==> src/hdl/pcc_pkg.sv <==
`timescale 1ns / 1ps

package pcc_pkg;

   localparam logic [8:0] NO_PULSE_CODE = 9'd444;
   localparam logic [8:0] INVALID_PULSE = 9'd300;
   localparam logic [3:0] LOCO_POSITION = 4'd8;

   localparam int CSR_INDEX_W = 3;
   localparam int CSR_DATA_W  = 16;

   typedef enum logic [CSR_INDEX_W-1:0] {
      CSR_HARD_BRADY_LIMIT   = 3'd0,
      CSR_BRADY_LIMIT        = 3'd1,
      CSR_TACHY_FLOOR        = 3'd2,
      CSR_HARD_TACHY_LIMIT   = 3'd3,
      CSR_START_PULSE_OFFSET = 3'd4,
      CSR_START_WINDOW_TICKS = 3'd5,
      CSR_REPEATS_TO_SWITCH  = 3'd6
   } csr_index_type;

   typedef enum logic [2:0] {
      COND_NONE     = 3'd0,
      COND_NORMAL   = 3'd1,
      COND_LIGHT    = 3'd2,
      COND_HARD     = 3'd3,
      COND_ASYSTOLE = 3'd4
   } cond_type;

   localparam logic [8:0]  HARD_BRADY_RESET   = 9'd40;
   localparam logic [8:0]  BRADY_RESET        = 9'd50;
   localparam logic [8:0]  TACHY_FLOOR_RESET  = 9'd100;
   localparam logic [8:0]  HARD_TACHY_RESET   = 9'd150;
   localparam logic [7:0]  START_OFFSET_RESET = 8'd20;
   localparam logic [15:0] START_WINDOW_RESET = 16'd60;
   localparam logic [7:0]  REPEATS_RESET      = 8'd3;

   typedef struct packed {
      logic [8:0]  hard_brady_limit;
      logic [8:0]  brady_limit;
      logic [8:0]  tachy_floor;
      logic [8:0]  hard_tachy_limit;
      logic [7:0]  start_pulse_offset;
      logic [15:0] start_window_ticks;
      logic [7:0]  repeats_to_switch;
   } cfg_type;

   typedef struct packed {
      logic [31:0] locomotion_mark;
      logic [9:0]  tachy_threshold;
      logic [7:0]  normal_count;
      logic [7:0]  light_count;
      logic [7:0]  hard_count;
      logic [7:0]  asystole_count;
      cond_type    reported_state;
   } state_type;

   typedef struct packed {
      logic [8:0]  pulse_rate;
      logic        walking;
      logic        running;
      logic [3:0]  body_position;
      logic [31:0] now_tick;
      logic [8:0]  recovery_level;
      logic [8:0]  displayed_pulse;
   } req_payload_type;

   typedef struct packed {
      logic [2:0]  condition;
      logic [9:0]  tachy_threshold_out;
      logic        start_write;
      logic [9:0]  start_pulse_value;
      logic [31:0] start_time_value;
   } rsp_payload_type;

endpackage

==> src/hdl/pcc_stream_if.sv <==
`timescale 1ns / 1ps

interface pcc_stream_if #(
   parameter type payload_type = logic
);
   logic        valid;
   logic        ready;
   payload_type payload;

   modport source (output valid, output payload, input ready);
   modport sink   (input valid, input payload, output ready);
endinterface

==> src/hdl/pcc_step.sv <==
`timescale 1ns / 1ps

module pcc_step (
   input  pcc_pkg::cfg_type         cfg,
   input  pcc_pkg::state_type       state,
   input  pcc_pkg::req_payload_type item,
   output pcc_pkg::state_type       state_in,
   output pcc_pkg::rsp_payload_type result
);
   import pcc_pkg::*;

   // Counters hold at the top so that a compare against any repeat count stays exact.
   function automatic logic [7:0] sat_inc(input logic [7:0] value);
      sat_inc = (value == 8'hFF) ? value : value + 8'd1;
   endfunction

   logic        locomotion;
   logic [9:0]  sum;
   logic [31:0] idle;
   logic        in_window;
   logic [9:0]  raw_threshold;
   logic [9:0]  threshold;
   logic        write_start;
   logic [31:0] mark_next;
   cond_type    cls;
   logic [7:0]  normal_next;
   logic [7:0]  light_next;
   logic [7:0]  hard_next;
   logic [7:0]  asystole_next;
   logic [7:0]  repeats;

   assign locomotion = item.walking || item.running || (item.body_position == LOCO_POSITION);
   assign sum        = {1'b0, item.displayed_pulse} + {2'b00, cfg.start_pulse_offset};
   assign idle       = item.now_tick - state.locomotion_mark;
   assign in_window  = idle < {16'd0, cfg.start_window_ticks};
   assign threshold  = (raw_threshold < {1'b0, cfg.tachy_floor}) ?
                       {1'b0, cfg.tachy_floor} : raw_threshold;
   assign repeats    = cfg.repeats_to_switch;

   always_comb begin
      raw_threshold = state.tachy_threshold;
      write_start   = 1'b0;
      mark_next     = state.locomotion_mark;
      priority if (locomotion) begin
         mark_next = item.now_tick;
         if (item.displayed_pulse != NO_PULSE_CODE) begin
            raw_threshold = sum;
         end
      end else if (in_window) begin
         raw_threshold = sum;
         write_start   = 1'b1;
      end else begin
         raw_threshold = {1'b0, item.recovery_level};
      end
   end

   always_comb begin
      priority if (item.pulse_rate == 9'd0) begin
         cls = COND_ASYSTOLE;
      end else if (item.pulse_rate < cfg.hard_brady_limit) begin
         cls = COND_HARD;
      end else if (item.pulse_rate < cfg.brady_limit) begin
         cls = COND_LIGHT;
      end else if (item.pulse_rate < INVALID_PULSE) begin
         if ({1'b0, item.pulse_rate} > threshold) begin
            cls = (item.pulse_rate > cfg.hard_tachy_limit) ? COND_HARD : COND_LIGHT;
         end else begin
            cls = COND_NORMAL;
         end
      end else begin
         cls = COND_NONE;
      end
   end

   assign asystole_next = (cls == COND_ASYSTOLE) ? sat_inc(state.asystole_count) : 8'd0;
   assign hard_next     = (cls == COND_HARD) ? sat_inc(state.hard_count) : 8'd0;
   assign light_next    = (cls == COND_LIGHT) ? sat_inc(state.light_count) : 8'd0;
   assign normal_next   = (cls == COND_NONE || cls == COND_NORMAL) ?
                          sat_inc(state.normal_count) : 8'd0;

   always_comb begin
      state_in.locomotion_mark = mark_next;
      state_in.tachy_threshold = threshold;
      state_in.asystole_count  = asystole_next;
      state_in.hard_count      = hard_next;
      state_in.light_count     = light_next;
      state_in.normal_count    = normal_next;
      state_in.reported_state  = state.reported_state;
      priority if (light_next >= repeats) begin
         state_in.light_count    = repeats;
         state_in.reported_state = COND_LIGHT;
      end else if (hard_next >= repeats) begin
         state_in.hard_count     = repeats;
         state_in.reported_state = COND_HARD;
      end else if (asystole_next >= repeats) begin
         state_in.asystole_count = repeats;
         state_in.reported_state = COND_ASYSTOLE;
      end else if (normal_next >= repeats) begin
         state_in.normal_count   = repeats;
         state_in.reported_state = COND_NORMAL;
      end else begin
         state_in.reported_state = state.reported_state;
      end
   end

   assign result.condition           = state_in.reported_state;
   assign result.tachy_threshold_out = threshold;
   assign result.start_write         = write_start;
   assign result.start_pulse_value   = write_start ? sum : 10'd0;
   assign result.start_time_value    = write_start ? item.now_tick : 32'd0;

endmodule

==> src/hdl/pulse_condition_classifier.sv <==
`timescale 1ns / 1ps
// Each reading is held in the input register and its result in the result register.
// Throughput: one reading per cycle while results are taken; the input and result registers each hold one item.
// A stalled result stops the input only once both the input and result registers are full.
// Synchronous reset clears the valid flags and the classifier state and loads the
// configuration registers with their default values.

module pulse_condition_classifier (
   input  logic                               clock,
   input  logic                               reset,
   pcc_stream_if.sink                         req_chan,
   pcc_stream_if.source                       rsp_chan,
   input  logic                               csr_write_enable,
   input  logic [pcc_pkg::CSR_INDEX_W-1:0]    csr_index,
   input  logic [pcc_pkg::CSR_DATA_W-1:0]     csr_write_data
);
   import pcc_pkg::*;

   cfg_type         cfg_ff;
   state_type       state_ff;
   state_type       state_in;
   req_payload_type in_ff;
   logic            in_valid_ff;
   rsp_payload_type rsp_ff;
   rsp_payload_type rsp_in;
   logic            rsp_valid_ff;
   logic            out_free;
   logic            advance;

   assign out_free       = !rsp_valid_ff || rsp_chan.ready;
   assign advance        = in_valid_ff && out_free;
   assign req_chan.ready = !in_valid_ff || advance;
   assign rsp_chan.valid = rsp_valid_ff;
   assign rsp_chan.payload = rsp_ff;

   pcc_step u_step (
      .cfg      (cfg_ff),
      .state    (state_ff),
      .item     (in_ff),
      .state_in (state_in),
      .result   (rsp_in)
   );

   always_ff @(posedge clock) begin
      if (reset) begin
         cfg_ff.hard_brady_limit   <= HARD_BRADY_RESET;
         cfg_ff.brady_limit        <= BRADY_RESET;
         cfg_ff.tachy_floor        <= TACHY_FLOOR_RESET;
         cfg_ff.hard_tachy_limit   <= HARD_TACHY_RESET;
         cfg_ff.start_pulse_offset <= START_OFFSET_RESET;
         cfg_ff.start_window_ticks <= START_WINDOW_RESET;
         cfg_ff.repeats_to_switch  <= REPEATS_RESET;
      end else if (csr_write_enable) begin
         unique case (csr_index)
            CSR_HARD_BRADY_LIMIT:   cfg_ff.hard_brady_limit   <= csr_write_data[8:0];
            CSR_BRADY_LIMIT:        cfg_ff.brady_limit        <= csr_write_data[8:0];
            CSR_TACHY_FLOOR:        cfg_ff.tachy_floor        <= csr_write_data[8:0];
            CSR_HARD_TACHY_LIMIT:   cfg_ff.hard_tachy_limit   <= csr_write_data[8:0];
            CSR_START_PULSE_OFFSET: cfg_ff.start_pulse_offset <= csr_write_data[7:0];
            CSR_START_WINDOW_TICKS: cfg_ff.start_window_ticks <= csr_write_data[15:0];
            CSR_REPEATS_TO_SWITCH:  cfg_ff.repeats_to_switch  <= csr_write_data[7:0];
            default: begin
            end
         endcase
      end
   end

   always_ff @(posedge clock) begin
      if (reset) begin
         state_ff.locomotion_mark <= 32'd0;
         state_ff.tachy_threshold <= {1'b0, TACHY_FLOOR_RESET};
         state_ff.normal_count    <= 8'd0;
         state_ff.light_count     <= 8'd0;
         state_ff.hard_count      <= 8'd0;
         state_ff.asystole_count  <= 8'd0;
         state_ff.reported_state  <= COND_NONE;
      end else if (advance) begin
         state_ff <= state_in;
      end
   end

   always_ff @(posedge clock) begin
      if (reset) begin
         in_valid_ff  <= 1'b0;
         rsp_valid_ff <= 1'b0;
      end else begin
         if (req_chan.ready) begin
            in_valid_ff <= req_chan.valid;
         end
         if (out_free) begin
            rsp_valid_ff <= in_valid_ff;
         end
      end
   end

   always_ff @(posedge clock) begin
      if (req_chan.valid && req_chan.ready) begin
         in_ff <= req_chan.payload;
      end
      if (advance) begin
         rsp_ff <= rsp_in;
      end
   end

`ifndef SYNTHESIS
   a_advance_fills_output: assert property (@(posedge clock) disable iff (reset)
      advance |=> rsp_valid_ff)
      else $error("Result register empty after a reading moved forward.");

   a_state_holds: assert property (@(posedge clock) disable iff (reset)
      !advance |=> $stable(state_ff))
      else $error("Classifier state changed without a reading.");

   a_one_counter_active: assert property (@(posedge clock) disable iff (reset)
      $countones({state_ff.normal_count != 8'd0, state_ff.light_count != 8'd0,
                  state_ff.hard_count != 8'd0, state_ff.asystole_count != 8'd0}) <= 1)
      else $error("More than one repeat counter is running.");

   a_quiet_start_fields: assert property (@(posedge clock) disable iff (reset)
      rsp_valid_ff && !rsp_ff.start_write |->
         rsp_ff.start_pulse_value == 10'd0 && rsp_ff.start_time_value == 32'd0)
      else $error("Start fields set without a start write.");
`endif

endmodule

==> src/flat_wrapper.sv <==
// flat-port wrapper written by rule: the top's interface ports become plain ports
module pulse_condition_classifier_flat import pcc_pkg::*;
  (clock, reset, csr_write_enable, csr_index, csr_write_data, req_chan_valid, req_chan_payload, req_chan_ready, rsp_chan_valid, rsp_chan_payload, rsp_chan_ready);
  pcc_stream_if #(.payload_type(req_payload_type)) req_chan_i ();
  pcc_stream_if #(.payload_type(rsp_payload_type)) rsp_chan_i ();
  input  logic clock;
  input  logic reset;
  input  logic csr_write_enable;
  input  logic [pcc_pkg::CSR_INDEX_W-1:0] csr_index;
  input  logic [pcc_pkg::CSR_DATA_W-1:0] csr_write_data;
  input wire logic [$bits(req_chan_i.valid)-1:0] req_chan_valid;
  input wire logic [$bits(req_chan_i.payload)-1:0] req_chan_payload;
  output wire logic [$bits(req_chan_i.ready)-1:0] req_chan_ready;
  output wire logic [$bits(rsp_chan_i.valid)-1:0] rsp_chan_valid;
  output wire logic [$bits(rsp_chan_i.payload)-1:0] rsp_chan_payload;
  input wire logic [$bits(rsp_chan_i.ready)-1:0] rsp_chan_ready;
  assign req_chan_i.valid = req_chan_valid;
  assign req_chan_i.payload = req_chan_payload;
  assign req_chan_ready = req_chan_i.ready;
  assign rsp_chan_valid = rsp_chan_i.valid;
  assign rsp_chan_payload = rsp_chan_i.payload;
  assign rsp_chan_i.ready = rsp_chan_ready;
  pulse_condition_classifier u_core (.clock(clock), .reset(reset), .req_chan(req_chan_i), .rsp_chan(rsp_chan_i), .csr_write_enable(csr_write_enable), .csr_index(csr_index), .csr_write_data(csr_write_data));
endmodule
==> config.mk <==
export PLATFORM = sky130hd
export DESIGN_NAME = pulse_condition_classifier_flat
export DESIGN_NICKNAME = d
export VERILOG_FILES = /design/src/hdl/pcc_pkg.sv /design/src/hdl/pcc_stream_if.sv /design/src/hdl/pcc_step.sv /design/src/hdl/pulse_condition_classifier.sv /design/src/flat_wrapper.sv
export SDC_FILE = /design/constraint.sdc
export NUM_CORES = 1
export LEC_CHECK = 0
export BUFFER_PORTS_ARGS = -buffer_cell sky130_fd_sc_hd__buf_2
export CAP_MARGIN = 5
export CORE_MARGIN = 2
export CORE_UTILIZATION = 60
export CTS_CLUSTER_DIAMETER = 120
export DETAILED_ROUTE_END_ITERATION = 8
export GPL_TIMING_DRIVEN = 0
export MAX_ROUTING_LAYER = met4
export PLACE_DENSITY_LB_ADDON = 0.25
export SLEW_MARGIN = 20
export SYNTH_ARGS = -nofsm -noshare
export SYNTH_HDL_FRONTEND = slang
export SYNTH_HIERARCHICAL = 1
export SYNTH_SLANG_ARGS = --single-unit
==> constraint.sdc <==
create_clock -name clock -period 33.2 [get_ports clock]
set_input_delay 0 -clock clock [delete_from_list [all_inputs] [get_ports clock]]
set_output_delay 0 -clock clock [all_outputs]
set_load 0.02 [all_outputs]
==> flow_metrics.tcl, run 1 <==
set metrics [dict create \
    rsz0062_at_grt "false" \
    final_common_cell "buf_2" \
    skew_ns 0.0186 \
    drtIter0Drc 1286 \
    hold_class "in -> reg" \
    vias 14700 \
    setup_ws_ns 18.99 \
    grt_antenna_before_repair 0 \
    power.share.switching 0.283 \
    drc 0 \
    grt_max_degree 66 \
    post-place-cells 2353 \
    wire_per_inst_um 19.1 \
    setup.worst_path.start_class "flip-flop" \
    ff_latch_area_um2 6580 \
    io_buffers 145 \
    clkPwrFrac 0.389 \
    final_cell_mix "buf_2 (169), nand2b_1 (159), nand2_1 (147), dfxtp_1 (147), nor2_1 (139)" \
    placed_area_um2 18200 \
    drv_cap 0 \
    hold_slack_ns 0.137 \
    synth_area_um2 16900 \
    cts_setup_buffers 0 \
    switchingPower_mw 0.251 \
    row_count 61 \
    cts_tree "done" \
    p_per_area_nw_per_um2 44.0 \
    drive_above_1_share 0.136 \
    worstPathMaxFanout 10 \
    worstSetupEndpointType "flip-flop" \
    synth_area_per_cell_um2 9.28 \
    clock_sinks 268 \
    outcome "finished clean" \
    fin_nets 2317 \
    gp_congestion 0.964 \
    cts_root_buffer "clkbuf_16" \
    grt_overflow 0 \
    start_util 0.609 \
    die_h_um 172 \
    dr.pass1.iters 6 \
    peakVddDrop_mv 0.0445 \
    area_delta_synth_final_pct 19.0 \
    cp_common_cell "a21o_1" \
    die-area_um2 29600 \
    clk_pin_slew_ns 0.07 \
    h-tree-depth 1 \
    track_usage 0.326 \
    clk_latency_ns 0.56 \
    synth-edff-count 121 \
    period_needed_ns 14.21 \
    setup_viol 0 \
    p_int_mw 0.635 \
    post-place-ws_ns 19.32 \
    antenna_cells 0 \
    tightest_slew_ns 0.983 \
    slew_headroom 0.339 \
    place_hpwl_mm 33.0 \
    yosysWarnings 6 \
    cts_resized 0 \
    critPathArrivalTime_ns 14.70 \
    critical_path_class "reg -> reg" \
    synth_fp_nets 2048 \
    combinationalPowerShare 0.195 \
    post-route-period-util 0.428 \
    clk_path_buf_depth 3 \
    fin_tns_setup_ns 0 \
    ys_ff_latch 268 \
    die_w_um 172 \
    design_area_um2 20100 \
    cp.required_ns 33.69 \
    p_seq_frac 0.415 \
    multi_input_area_um2 9390 \
    synth.distinct_cells 82 \
    p_leak_nw 8.35 \
    fmax_mhz 70.4 \
    numCtsBuffers 29 \
    grt_pass1_vias 14200 \
    hold_viol 0 \
    slew_violations 0 \
    synthArstFlopShare 0 \
    wirelength_mm 47.5 \
    grt_pass1_wl_mm 73.5 \
    yosys_most_used_dff "dfxtp_1" \
    synth_cells 1825 \
    core-area_um2 27800 \
    io_pins 147 \
    viasPerCell 5.88 \
    yosysSeqAreaShare 0.388 \
    n_fill_cell 2101 \
    stdcell_count 2494 \
    ant_nets 0 \
    critPathMaxStageDelay_ns 0.65 \
    crit_slowest_cell "nor4_4" \
]
## final cells by class
class                           count  area share
Timing Repair Buffer              238      0.0845
Clock buffer                       35      0.0376
Clock inverter                     18      0.0123
Sequential cell                   268       0.327
Inverter                          108      0.0201
Multi-Input combinational cell   1343       0.466
Buffer                            106      0.0292
Tap cell                          378      0.0235
## critical path: cells and delay by family, from the launching register on
kind                     cells  cell delay (ns)
flip-flops                   1             0.42
buffers and inverters        7             2.07
multiplexers                 2             0.32
adder cells (fa/ha/maj)      5             1.57
AO/OA/AOI/OAI               30             6.11
AND/OR/NAND/NOR             16             3.50
XOR/XNOR                     1             0.16
## cell families (layout without fill, tap and decap cells)
| group | Yosys count | count (layout) | share of synthesized area |
|---|---|---|---|
| multiplexers | 136 | 136 | 0.0810 |
| flip-flops | 268 | 268 | 0.388 |
| AO/OA/AOI/OAI | 349 | 349 | 0.138 |
| adder cells (fa/ha/maj) | 134 | 134 | 0.0999 |
| buffers and inverters | 214 | 505 | 0.0587 |
| XOR/XNOR | 40 | 40 | 0.0207 |
| AND/OR/NAND/NOR | 684 | 684 | 0.213 |
## registers in the layout, summed over array words and instances, names as in the netlist
| name | cells |
|---|---|
| u_core/rsp_chan.payload | 56 |
| u_core/in_valid_ff | 1 |
| u_core/state_ff | 77 |
| u_core/in_ff | 65 |
| u_core/cfg_ff | 68 |
| u_core/rsp_chan.valid | 1 |
## layer usage
metal  vias up  global-route usage  routed length [µm]
met5         -                   -                   0
met4         0               0.109                1460
met3       106              0.0387                3050
met2       556               0.534               22300
met1      7002               0.422               20800
li1       7011                   -                   -
## final timing paths
| path | from | slack (ns) | depth (start not counted) | end |
|---|---|---|---|---|
| max | u_core/in_ff[22]$_DFFE_PP_ | 18.99 | 61 | u_core/state_ff[34]$_SDFFE_PP0P_ |
| min | req_chan_payload[64] | 0.14 | 2 | u_core/in_ff[64]$_DFFE_PP_ |
| max reg2reg | u_core/in_ff[22]$_DFFE_PP_ | 18.99 | 61 | u_core/state_ff[34]$_SDFFE_PP0P_ |
| min reg2reg | u_core/cfg_ff[17]$_SDFFE_PP0P_ | 0.46 | 2 | u_core/cfg_ff[17]$_SDFFE_PP0P_ |
## power groups by stage
stage               logic (mW)  registers [mW]  clock network, mW
floorplan                0.112           0.375                  0
global placement         0.154           0.375                  0
detailed placement       0.160           0.374                  0
CTS                      0.169           0.368              0.347
global route             0.189           0.369              0.363
finish                   0.173           0.368              0.345
## cell usage after synthesis, types with 5 or more instances
cell      count  area (µm²)
nor3_1       58         290
a32oi_1       7        61.3
a21o_1       53         398
a32o_1        9        90.1
nor2b_1      18         113
nand2b_1    159         995
edfxtp_1    121        3630
a21oi_1      99         495
ha_1        132        1650
buf_1         5        18.8
nor4_1        6        37.5
buf_4        24         180
nor2_1      139         522
o21ai_0      55         275
o21bai_1      8        60.1
a31oi_1       7        43.8
o211ai_1     13        97.6
nand4_1      26         163
nand3_1      24         120
dfxtp_1     147        2940
xor2_1       22         193
buf_2        23         115
buf_6         8        90.1
mux2_2        8        90.1
inv_1       107         402
a211oi_1      8        60.1
and3_1       11        68.8
or4_1         5        37.5
or3_1         8        50.1
nand2_1     147         552
or2_2         5        31.3
o21a_1       17         128
and2_1       45         282
and4_1       10        87.6
clkbuf_1     45         169
mux2i_1     128        1280
xnor2_1      18         158
o31ai_1      30         225
## timing repair
action,CTS,global route
hold buffers,88,0
hold endpoints to repair,144,0
endpoints found under the setup margin,0,0
## stage by stage
stage	power, mW	utilization
detailed placement	0.534	0.657
finish	0.886	0.725
global placement	0.529	0.653
global route	0.920	0.725
floorplan	0.487	-
CTS	0.884	0.725
Power figures use the tool's default switching activity.
==> run 2, diff against run 1 <==
Clock period 33.2 ns to 13.25 ns, I/O delays scaled along.
==> flow_metrics.tcl, run 2 (synthesis results as in run 1) <==
set metrics [dict create \
    row_count 61 \
    slew_violations 0 \
    core-area_um2 27800 \
    worstSetupEndpointType "flip-flop" \
    numCtsBuffers 29 \
    area_delta_synth_final_pct 19.7 \
    die_w_um 172 \
    viasPerCell 5.88 \
    die_h_um 172 \
    cts_root_buffer "clkbuf_16" \
    period_needed_ns 12.67 \
    r2r_setup_slack_ns 0.58 \
    io_buffers 145 \
    clkPwrFrac 0.388 \
    final_common_cell "buf_2" \
    hold_viol 0 \
    rr_startpoint "u_core/in_ff[22]$_DFFE_PP_" \
    start_util 0.609 \
    place_hpwl_mm 33.0 \
    drv_cap 0 \
    setup.worst_path.start_class "flip-flop" \
    p_per_area_nw_per_um2 110 \
    drtIter0Drc 1290 \
    skew_ns 0.0155 \
    grt_pass1_wl_mm 73.6 \
    n_fill_cell 2094 \
    fin_nets 2323 \
    tightest_slew_ns 0.964 \
    clk_path_buf_depth 3 \
    post-route-period-util 0.956 \
    largest_reg_flops 77 \
    reg2reg_to "u_core/state_ff[33]$_SDFFE_PP0P_" \
    holdPathEnd "u_core/in_ff[64]$_DFFE_PP_" \
    ff2ff_path_depth 61 \
    crit_slowest_cell "or4_1" \
    wire_per_inst_um 19.1 \
    power.share.switching 0.283 \
    largestRegisters "u_core/state_ff x77, u_core/cfg_ff x68, u_core/in_ff x65" \
    fmax_mhz 78.9 \
    clk_latency_ns 0.56 \
    clk_pin_slew_ns 0.07 \
    final_cell_mix "buf_2 (169), nand2b_1 (159), nand2_1 (147), dfxtp_1 (147), nor2_1 (138)" \
    grt_overflow 0 \
    drc 0 \
    critPathArrivalTime_ns 13.16 \
    regMostFlops "u_core/state_ff" \
    dr.pass1.iters 6 \
    cp.required_ns 13.74 \
    grt_antenna_before_repair 0 \
    cp_common_cell "a21o_1" \
    setup_ws_ns 0.579 \
    switchingPower_mw 0.631 \
    track_usage 0.326 \
    die-area_um2 29600 \
    p_seq_frac 0.414 \
    critPathMaxStageDelay_ns 0.51 \
    slew_headroom 0.357 \
    critical_path_class "reg -> reg" \
    stdcell_count 2500 \
    h-tree-depth 1 \
    hold_class "in -> reg" \
    outcome "finished clean" \
    post-place-cells 2353 \
    io_pins 147 \
    min_path_cells 2 \
    antenna_cells 0 \
    hold_start "req_chan_payload[64]" \
    gp_congestion 0.964 \
    setup_viol 0 \
    grt_max_degree 66 \
    cts_tree "done" \
    wirelength_mm 47.7 \
    clock_sinks 268 \
    grt_pass1_vias 14200 \
    worstPathMaxFanout 10 \
    peakVddDrop_mv 0.112 \
    p_leak_nw 8.43 \
    combinationalPowerShare 0.198 \
    post-place-ws_ns -0.627 \
    vias 14700 \
    p_int_mw 1.60 \
    ant_nets 0 \
    drive_above_1_share 0.147 \
]
## run 2: cell types whose count changed in the layout (fill, tap and decap cells not counted), moves of 3 or more
cell,delta
nor3_2,+3
nor3_1,-3
clkbuf_1,-4
a21oi_2,+3
a21oi_1,-4
clkbuf_2,+5
buf_4,+8
buf_1,-3
## run 2: metal layers
metal	wire length, µm	vias up	GRT usage
met4	1490	0	0.112
li1	-	7021	-
met5	0	-	-
met2	22400	527	0.533
met3	2910	107	0.0378
met1	20900	7036	0.424
## run 2: how the worst max path moves through the flow
| stage | startpoint | end | slack [ns] | cells after the start |
|---|---|---|---|---|
| 6_report | u_core/in_ff[22]$_DFFE_PP_ | u_core/state_ff[33]$_SDFFE_PP0P_ | 0.58 | 61 |
| 3_5_place_dp | u_core/in_ff[22]$_DFFE_PP_ | u_core/state_ff[34]$_SDFFE_PP0P_ | -0.63 | 61 |
| 3_3_place_gp | u_core/in_ff[22]$_DFFE_PP_ | u_core/state_ff[27]$_SDFFE_PP0P_ | -1.08 | 60 |
| 5_1_grt | u_core/in_ff[22]$_DFFE_PP_ | u_core/state_ff[34]$_SDFFE_PP0P_ | -0.03 | 62 |
| 2_1_floorplan | u_core/in_ff[22]$_DFFE_PP_ | u_core/state_ff[27]$_SDFFE_PP0P_ | 1.70 | 60 |
| 4_1_cts | u_core/in_ff[22]$_DFFE_PP_ | u_core/state_ff[34]$_SDFFE_PP0P_ | 0.009 | 60 |
## run 2: cell type report
| cell class | instances | area (µm²) | share of cell area |
|---|---|---|---|
| plain buffers | 105 | 594 | 0.0293 |
| clock buffers | 35 | 758 | 0.0374 |
| multi-input cells | 1343 | 9460 | 0.467 |
| inverters | 108 | 405 | 0.0200 |
| well taps | 378 | 473 | 0.0233 |
| repair buffers | 245 | 1750 | 0.0865 |
| flip-flops and latches | 268 | 6580 | 0.324 |
| clock inverters | 18 | 248 | 0.0122 |
## run 2: what timing repair did
action	4_1_cts	5_1_grt
hold buffers	88	0
buffers inserted	1	6
endpoints found under the setup margin	26	37
pin swaps	1	5
gates resized for setup	7	18
hold endpoints to repair	144	0
## run 2: power by group through the flow
stage,clock (mW),combinational [mW],sequential (mW)
after floorplan,0,0.280,0.939
after global placement,0,0.386,0.939
after detailed placement,0,0.400,0.938
after CTS,0.870,0.425,0.921
after global routing,0.908,0.479,0.924
final,0.865,0.441,0.922
## run 2: through the flow
step	hold WS [ns]	area, µm²	utilization	TNS (ns)	power (mW)
final	0.139	20300	0.730	0	2.23
after global routing	0.141	20300	0.730	-0.0443	2.31
after CTS	0.128	20200	0.726	0	2.22
after detailed placement	0.178	18200	0.657	-10.16	1.34
after global placement	0.177	18100	0.653	-25.49	1.33
after floorplan	0.0989	16900	-	0	1.22
## run 2: critical path, delay by kind of cell, from the launching register on
kind                       cells  cell delay [ns]
adders and majority gates      5             1.47
AOI/OAI and AO/OA             28             5.37
and+or+nand+nor               19             3.74
DFF                            1             0.42
muxes                          1             0.12
xor gates and xnor gates       1             0.16
buffers and inverters          7             1.29
